==> src/hw/rtl/ppk_pkg.sv <==
// Shared types and codes for the pixel format packer.
`default_nettype none

package ppk_pkg;

    localparam int WORD_W = 64;
    localparam int TEX_W  = 32;
    localparam int LEN_W  = 6;
    localparam int FILL_W = 6;
    localparam int CFG_W  = 3;
    localparam int IDX_W  = 2;

    localparam int FIFO_DEPTH_DEF = 4;

    // pixel_format codes
    localparam logic [2:0] FMT_RGBA = 3'd0;
    localparam logic [2:0] FMT_YUV  = 3'd1;
    localparam logic [2:0] FMT_CI   = 3'd2;
    localparam logic [2:0] FMT_I    = 3'd3;
    localparam logic [2:0] FMT_IA   = 3'd4;

    // pixel_size codes
    localparam logic [1:0] SZ_4B  = 2'd0;
    localparam logic [1:0] SZ_8B  = 2'd1;
    localparam logic [1:0] SZ_16B = 2'd2;
    localparam logic [1:0] SZ_32B = 2'd3;

    // configuration register indexes
    localparam logic [IDX_W-1:0] CFG_FORMAT   = 2'd0;
    localparam logic [IDX_W-1:0] CFG_SIZE     = 2'd1;
    localparam logic [IDX_W-1:0] CFG_CHANNELS = 2'd2;

    // one converted texel, right-aligned, plus the end-of-image mark
    typedef struct packed {
        logic [TEX_W-1:0] bits;
        logic [LEN_W-1:0] len;
        logic             last;
    } texel_t;

    typedef struct packed {
        logic full;
        logic valid;
    } fifo_stat_t;

endpackage

`default_nettype wire

==> src/hw/rtl/ppk_front.sv <==
// Front end: configuration registers and pixel-to-texel conversion.
`default_nettype none

module ppk_front
    import ppk_pkg::*;
(
    input  wire logic             clk,
    input  wire logic             rst_n,
    input  wire logic             cfg_we,
    input  wire logic [IDX_W-1:0] cfg_index,
    input  wire logic [CFG_W-1:0] cfg_data,
    input  wire logic [31:0]      pix,
    input  wire logic             pix_last,
    output texel_t                texel
);

    logic [2:0] format_reg;
    logic [1:0] size_reg;
    logic [2:0] chans_reg;

    always_ff @(posedge clk or negedge rst_n)
    begin
        if (!rst_n)
        begin
            format_reg <= FMT_RGBA;
            size_reg   <= SZ_32B;
            chans_reg  <= 3'd4;
        end
        else if (cfg_we)
        begin
            unique case (cfg_index)
                CFG_FORMAT:   format_reg <= cfg_data;
                CFG_SIZE:     size_reg   <= cfg_data[1:0];
                CFG_CHANNELS: chans_reg  <= cfg_data;
                default:      ;
            endcase
        end
    end

    logic [7:0]  c0, c1, c2, c3;
    logic [7:0]  r, g, b, a, i;
    logic [15:0] isum;
    logic        colour, gray;

    assign c0 = pix[7:0];
    assign c1 = pix[15:8];
    assign c2 = pix[23:16];
    assign c3 = pix[31:24];

    assign colour = (chans_reg == 3'd3) || (chans_reg == 3'd4);
    assign gray   = (chans_reg == 3'd1) || (chans_reg == 3'd2);
    // max sum is 256*255, fits 16 bits
    assign isum = ({8'd0, c0} * 16'd85) + ({8'd0, c1} * 16'd86) + ({8'd0, c2} * 16'd85);

    always_comb
    begin
        r = 8'd0;
        g = 8'd0;
        b = 8'd1;
        a = 8'hFF;
        i = 8'd0;
        if (chans_reg == 3'd4)
            a = c3;
        if (chans_reg == 3'd2)
            a = c1;
        if (colour)
        begin
            r = c0;
            g = c1;
            b = c2;
            i = isum[15:8];
        end
        if (gray)
        begin
            r = c0;
            g = c0;
            b = c0;
            i = c0;
        end
    end

    always_comb
    begin
        texel.bits = '0;
        texel.len  = '0;
        texel.last = pix_last;
        case (format_reg) inside
            FMT_RGBA:
            begin
                if (size_reg == SZ_32B)
                begin
                    texel.bits = {r, g, b, a};
                    texel.len  = 6'd32;
                end
                else if (size_reg == SZ_16B)
                begin
                    texel.bits = {16'd0, r[7:3], g[7:3], b[7:3], a[7]};
                    texel.len  = 6'd16;
                end
            end
            FMT_CI, FMT_I:
            begin
                if (size_reg == SZ_8B)
                begin
                    texel.bits = {24'd0, i};
                    texel.len  = 6'd8;
                end
                else if (size_reg == SZ_4B)
                begin
                    texel.bits = {28'd0, i[7:4]};
                    texel.len  = 6'd4;
                end
            end
            FMT_IA:
            begin
                if (size_reg == SZ_16B)
                begin
                    texel.bits = {16'd0, i, a};
                    texel.len  = 6'd16;
                end
                else if (size_reg == SZ_8B)
                begin
                    texel.bits = {24'd0, i[7:4], a[7:4]};
                    texel.len  = 6'd8;
                end
                else if (size_reg == SZ_4B)
                begin
                    texel.bits = {28'd0, i[7:5], a[7]};
                    texel.len  = 6'd4;
                end
            end
            default: ; // yuv and unused codes add no bits
        endcase
    end

endmodule

`default_nettype wire

==> src/hw/rtl/ppk_fifo.sv <==
// Short texel queue between the converter and the packer.
`default_nettype none

module ppk_fifo
    import ppk_pkg::*;
#(
    parameter int DEPTH = FIFO_DEPTH_DEF
)
(
    input  wire logic   clk,
    input  wire logic   rst_n,
    input  wire logic   push,
    input  wire texel_t wr_data,
    input  wire logic   pop,
    output texel_t      rd_data,
    output fifo_stat_t  stat
);

    localparam int PTR_W = (DEPTH > 1) ? $clog2(DEPTH) : 1;
    localparam int CNT_W = $clog2(DEPTH + 1);
    localparam logic [PTR_W-1:0] PTR_LAST = PTR_W'(DEPTH - 1);
    localparam logic [CNT_W-1:0] CNT_FULL = CNT_W'(DEPTH);

    texel_t            slot_reg [DEPTH];
    logic [PTR_W-1:0]  wr_ptr_reg, rd_ptr_reg;
    logic [CNT_W-1:0]  count_reg;

    assign stat.full  = (count_reg == CNT_FULL);
    assign stat.valid = (count_reg != '0);
    assign rd_data    = slot_reg[rd_ptr_reg];

    always_ff @(posedge clk)
    begin
        if (push)
            slot_reg[wr_ptr_reg] <= wr_data;
    end

    always_ff @(posedge clk or negedge rst_n)
    begin
        if (!rst_n)
        begin
            wr_ptr_reg <= '0;
            rd_ptr_reg <= '0;
            count_reg  <= '0;
        end
        else
        begin
            if (push)
                wr_ptr_reg <= (wr_ptr_reg == PTR_LAST) ? '0 : wr_ptr_reg + 1'b1;
            if (pop)
                rd_ptr_reg <= (rd_ptr_reg == PTR_LAST) ? '0 : rd_ptr_reg + 1'b1;
            if (push && !pop)
                count_reg <= count_reg + 1'b1;
            else if (pop && !push)
                count_reg <= count_reg - 1'b1;
        end
    end

endmodule

`default_nettype wire

==> src/hw/rtl/ppk_back.sv <==
// Back end: shifts texels into the 64-bit word and holds the output register.
`default_nettype none

module ppk_back
    import ppk_pkg::*;
(
    input  wire logic              clk,
    input  wire logic              rst_n,
    input  wire logic              tex_valid,
    input  wire texel_t            texel,
    output logic                   tex_pop,
    output logic                   word_valid,
    output logic [WORD_W-1:0]      word,
    output logic                   word_last,
    input  wire logic              word_ready
);

    logic [WORD_W-1:0] acc_reg, acc_next;
    logic [FILL_W-1:0] fill_reg, fill_next;
    logic              ovalid_reg;
    logic [WORD_W-1:0] oword_reg;
    logic              olast_reg;

    logic [FILL_W:0]   total;
    logic [FILL_W:0]   shamt;
    logic [95:0]       wide;
    logic              emit;
    logic [WORD_W-1:0] emit_word;

    assign tex_pop = tex_valid && (!ovalid_reg || word_ready);

    // texel lands just below the filled bits of a 96-bit window
    assign total = {1'b0, fill_reg} + {1'b0, texel.len};
    assign shamt = 7'd96 - total;
    assign wide  = {acc_reg, 32'd0} | ({64'd0, texel.bits} << shamt);

    always_comb
    begin
        emit      = 1'b0;
        emit_word = wide[95:32];
        acc_next  = wide[95:32];
        fill_next = total[FILL_W-1:0];
        if (total[FILL_W])
        begin
            // word complete; any spill starts the next one
            emit     = 1'b1;
            acc_next = {wide[31:0], 32'd0};
        end
        if (texel.last)
        begin
            if (fill_next != '0)
                emit = 1'b1;
            acc_next  = '0;
            fill_next = '0;
        end
    end

    always_ff @(posedge clk or negedge rst_n)
    begin
        if (!rst_n)
        begin
            acc_reg    <= '0;
            fill_reg   <= '0;
            ovalid_reg <= 1'b0;
        end
        else
        begin
            if (tex_pop)
            begin
                acc_reg  <= acc_next;
                fill_reg <= fill_next;
            end
            if (tex_pop && emit)
                ovalid_reg <= 1'b1;
            else if (word_ready)
                ovalid_reg <= 1'b0;
        end
    end

    always_ff @(posedge clk)
    begin
        if (tex_pop && emit)
        begin
            oword_reg <= emit_word;
            olast_reg <= texel.last;
        end
    end

    assign word_valid = ovalid_reg;
    assign word       = oword_reg;
    assign word_last  = olast_reg;

endmodule

`default_nettype wire

==> src/hw/rtl/pixel_format_packer.sv <==
// Top level of the pixel format packer: converter, texel queue, word packer.
//
//  channel | signals                          | payload
//  --------+----------------------------------+------------------------------------
//  pixels  | s_tvalid s_tready s_tdata s_tlast| ch0..ch3, tlast = last_pixel
//  words   | m_tvalid m_tready m_tdata m_tlast| packed_word, tlast = last_word
//  config  | cfg_we cfg_index cfg_data        | 0 format, 1 size, 2 channel count
//
// One pixel per cycle while the queue is not full; conversion and queue write share
// the input cycle. The packer drains one texel per cycle, unless the output stalls,
// through a 96-bit window shift; a word is loaded into the output register at the edge
// its last texel leaves the queue; every texel passes through the queue registers first.
// Reset clears the word, fill count, queue and output valid at once.
// A stalled output only stops the packer; pixels keep entering until the queue fills.
`default_nettype none

module pixel_format_packer
    import ppk_pkg::*;
#(
    parameter int FIFO_DEPTH = FIFO_DEPTH_DEF
)
(
    input  wire logic              clk,
    input  wire logic              rst_n,
    input  wire logic              s_tvalid,
    output logic                   s_tready,
    input  wire logic [31:0]       s_tdata,   // ch0 [7:0], ch1, ch2, ch3 [31:24]
    input  wire logic              s_tlast,
    output logic                   m_tvalid,
    input  wire logic              m_tready,
    output logic [WORD_W-1:0]      m_tdata,   // packed_word
    output logic                   m_tlast,
    input  wire logic              cfg_we,
    input  wire logic [IDX_W-1:0]  cfg_index,
    input  wire logic [CFG_W-1:0]  cfg_data
);

    texel_t     tex_in, tex_out;
    fifo_stat_t fstat;
    logic       push, pop;

    assign s_tready = !fstat.full;
    assign push     = s_tvalid && s_tready;

    ppk_front u_front (
        .clk       (clk),
        .rst_n     (rst_n),
        .cfg_we    (cfg_we),
        .cfg_index (cfg_index),
        .cfg_data  (cfg_data),
        .pix       (s_tdata),
        .pix_last  (s_tlast),
        .texel     (tex_in)
    );

    ppk_fifo #(
        .DEPTH (FIFO_DEPTH)
    ) u_fifo (
        .clk     (clk),
        .rst_n   (rst_n),
        .push    (push),
        .wr_data (tex_in),
        .pop     (pop),
        .rd_data (tex_out),
        .stat    (fstat)
    );

    ppk_back u_back (
        .clk        (clk),
        .rst_n      (rst_n),
        .tex_valid  (fstat.valid),
        .texel      (tex_out),
        .tex_pop    (pop),
        .word_valid (m_tvalid),
        .word       (m_tdata),
        .word_last  (m_tlast),
        .word_ready (m_tready)
    );

    assert property (@(posedge clk) disable iff (!rst_n) pop |-> fstat.valid)
        else $error("queue popped while empty");

    assert property (@(posedge clk) disable iff (!rst_n) (m_tvalid && !m_tready) |-> !pop)
        else $error("packer advanced while output transfer stalled");

    assert property (@(posedge clk) disable iff (!rst_n)
        (fstat.full && !pop) |=> !s_tready)
        else $error("queue lost full state without a pop");

    assert property (@(posedge clk) disable iff (!rst_n) !(fstat.full && !fstat.valid))
        else $error("queue both full and empty");

endmodule

`default_nettype wire
==> config.mk <==
export PLATFORM = sky130hd
export DESIGN_NAME = pixel_format_packer
export DESIGN_NICKNAME = d
export VERILOG_FILES = /design/src/hw/rtl/ppk_pkg.sv /design/src/hw/rtl/ppk_front.sv /design/src/hw/rtl/ppk_fifo.sv /design/src/hw/rtl/ppk_back.sv /design/src/hw/rtl/pixel_format_packer.sv
export SDC_FILE = /design/constraint.sdc
export NUM_CORES = 1
export LEC_CHECK = 0
export ABC_AREA = 1
export BUFFER_PORTS_ARGS = -buffer_cell sky130_fd_sc_hd__buf_4
export CORE_UTILIZATION = 60
export CTS_CLUSTER_DIAMETER = 60
export DETAILED_ROUTE_END_ITERATION = 16
export GPL_TIMING_DRIVEN = 0
export PLACE_DENSITY = 0.84
export SKIP_LAST_GASP = 1
export SYNTH_ARGS = -nofsm -noshare
export SYNTH_HDL_FRONTEND = slang
export SYNTH_SLANG_ARGS = --single-unit
==> constraint.sdc <==
create_clock -name clk -period 8.39 [get_ports clk]
set_input_delay 1.678 -clock clk [delete_from_list [all_inputs] [get_ports clk]]
set_output_delay 1.678 -clock clk [all_outputs]
set_load 0.05 [all_outputs]
==> flow_metrics.py <==
metrics = {
    "global_routing": {
        "grt-ovfl-total": 0,
        "grt_pass1_wl_mm": 91.2,
        "grt_max_degree": 85,
        "grt_antenna_before_repair": 1,
        "track_usage_pct": 38.2,
        "grt_pass1_vias": 16200,
    },
    "synth": {
        "synthMuxAreaShare_pct": 0,
        "synth_cell_types": 45,
        "synthSimpleGateAreaFrac_pct": 25.7,
        "synth_area_leaders": "edfxtp_1 (34%), nand2_1 (14%), dfrtp_1 (11%)",
        "synth_cells": 2254,
        "async_flop_share_pct": 28.3,
        "postSynthNetCount": 2463,
        "netlist_area_mm2": 0.0188,
        "yosysWarnings": 0,
        "synth-seq-cells": 297,
        "synth_area_per_cell_um2": 8.33,
        "netlist_top_cells_count": "nand2_1 (676), inv_1 (334), nand3_1 (267)",
        "ys_dominant_reg_cell": "edfxtp_1",
        "synth-edff-count": 213,
        "synth-compound-area-share_pct": 5.64,
        "synth_top_area_cell": "edfxtp_1",
        "synth_xor_area_share_pct": 1.01,
        "synth_top_family_by_area": "simple AND/OR/NAND/NOR gates",
        "yosysTopAreaCellShare_pct": 34.0,
        "yosysSeqAreaShare_pct": 45.3,
        "synthAdderAreaFrac_pct": 13.4,
        "yosysMostFrequentCell": "nand2_1",
    },
    "place": {
        "gp_congestion": 1.04,
        "dp_cells": 2765,
        "portBuffers": 109,
        "place_hpwl_mm": 45.8,
        "place_area_mm2": 0.0203,
    },
    "flow_run": {
        "cap_violations": 0,
    },
    "sta": {
        "relSlewSlack_pct": 19.2,
        "finClkSkew_ns": 0.0366,
        "slew_viol_final": 0,
        "rsz0062_at_grt": "no",
        "fin_setup_tns_ns": 0,
        "max_freq_mhz": 125,
        "finalSetupViolations": 0,
        "hold_viol_final": 0,
        "fin_crit_sh_pct": 95.7,
        "tightest_slew_ns": 1.21,
        "finalCriticalPeriod_ns": 8.03,
    },
    "routing": {
        "wl_mm": 59.6,
        "ant_nets": 0,
        "vias": 16600,
        "remaining_drc_errors": 0,
        "wl_per_cell_um": 21.1,
        "first_pass_iters": 7,
        "via_per_inst": 5.88,
        "drt_iter0_markers": 1726,
    },
    "layout": {
        "area_growth_pct": 14.4,
        "nets": 2617,
        "stdcell_area_mm2": 0.0215,
        "diodes": 0,
        "drive_gt1_share_pct": 10.1,
        "multi_input_area_mm2": 0.00870,
        "post-route-util_pct": 70.1,
        "layout.cells.non_filler": 2830,
        "fillCellCount": 2281,
        "regArea_mm2": 0.00850,
        "largest_reg_flops": 148,
    },
    "die": {
        "chipWidth_um": 179,
        "die_area_mm2": 0.0320,
        "core_area_mm2": 0.0307,
        "rows": 64,
        "ioPinCount": 110,
        "die_y_um": 179,
        "start_util_pct": 61.3,
    },
    "critical_path": {
        "start_kind": "input port",
        "crit_required_ns": 8.62,
        "critPathCaptureType": "flop",
        "timing.rr.end": "u_back.acc_reg[61]",
        "arrival_ns": 8.26,
        "cp_slowest_cell": "fa_1",
        "timing_worst_setup_path_type": "input port to flop",
        "rrSetupSlack_ns": 2.86,
        "max_stage_delay_ns": 0.54,
        "reg2reg_from": "u_fifo.rd_ptr_reg[0]",
        "worst_path_most_repeated_cell": "nand2_1",
        "reg2reg_depth": 19,
        "path_max_fanout": 6,
    },
    "clock_tree": {
        "h-tree-depth": 2,
        "clockRootBuffer": "clkbuf_16",
        "cts_made_buffers": 36,
        "cts.sink_count": 297,
        "cts_tree": "built",
        "clkTransAtPathRegs_ns": 0.06,
        "clock_path_buffers": 3,
        "clk_latency_ns": 0.54,
    },
    "status": {
        "status": "complete, no violations",
    },
    "hold_path": {
        "hold_path_depth": 2,
        "holdPathEnd": "u_back.acc_reg[43]",
        "hp-class": "flop to flop",
        "worstHoldStart": "u_back.acc_reg[43]",
    },
}
==> critical path, delay by kind of cell <==
family	cells	cell delay [ns]
AND/OR/NAND/NOR	14	1.34
adder cells (fa/ha/maj)	10	4.39
AO/OA/AOI/OAI	1	0.12
XOR/XNOR	1	0.17
buffers and inverters	8	0.57
==> kinds of logic (layout without fill, tap and decap cells) <==
logic type / count (synthesis) / in the layout
AOI/OAI and AO/OA: 190 / 190
DFF: 297 / 297
adders and majority gates: 166 / 166
and+or+nand+nor: 1152 / 1152
xor gates and xnor gates: 17 / 17
buffers and inverters: 432 / 612
==> placed cells by master (no fill, tap or decap), types with 4 or more instances in the layout <==
cell type  count
buf_1          9
nor2_2         4
xnor2_1        4
buf_4        113
nand4_1       37
edfxtp_1     213
inv_1        334
o22ai_1       15
dfrtp_1       81
clkbuf_16     36
nor2_1       137
nand3_1      266
nand2_1      675
ha_1         106
a21boi_1       4
buf_2         29
fa_1          58
and2_1         5
inv_2          5
xor2_1         9
o21ai_1        6
buf_12         5
o21ai_0       91
clkinv_1       5
or2_2         12
clkbuf_1      58
nor2_4         5
o211ai_1      12
a22oi_1        6
nor3_1         5
a21oi_1       39
==> worst max path at each step <==
stage           startpoint                      to  depth (start not counted)
2_1_floorplan   s_tdata[8]   u_fifo.slot_reg[0][9]                         33
3_3_place_gp    s_tdata[8]  u_fifo.slot_reg[2][11]                         35
3_5_place_dp    s_tdata[8]  u_fifo.slot_reg[1][11]                         35
4_1_cts         s_tdata[8]  u_fifo.slot_reg[0][17]                         32
5_1_grt        s_tdata[14]  u_fifo.slot_reg[0][10]                         34
6_report       s_tdata[14]  u_fifo.slot_reg[1][10]                         34
==> timing repair <==
item                                    CTS  global route
buffers inserted                          0             1
endpoints found under the setup margin    4            44
hold buffers                              0             0
gates resized for setup                   1            11
pin swaps                                 0             1
==> cell type report <==
type | count | share of cell area (%)
Buffer | 92 | 1.90
Sequential cell | 297 | 39.6
Timing Repair Buffer | 116 | 4.44
Inverter | 340 | 5.94
Tap cell | 396 | 2.31
Clock buffer | 46 | 4.41
Multi-Input combinational cell | 1525 | 40.5
Clock inverter | 18 | 0.984
==> routing by layer <==
metal	track usage, %	vias to the layer above	routed length [µm]
met5	0	-	0
met3	6.91	197	5450
met1	47.0	7794	22500
li1	-	7613	-
met2	64.4	1028	28600
met4	19.4	0	3000
==> metrics by stage <==
step	hold slack (ns)	worst slack, ns
2_1_floorplan	0.449	0.526
3_3_place_gp	0.461	-0.514
3_5_place_dp	0.466	-0.569
4_1_cts	0.482	0.181
5_1_grt	0.492	0.00567
6_report	0.480	0.358
Power is not shown: default switching activity piles up to over one toggle a cycle in this logic, so the estimate is an artifact.
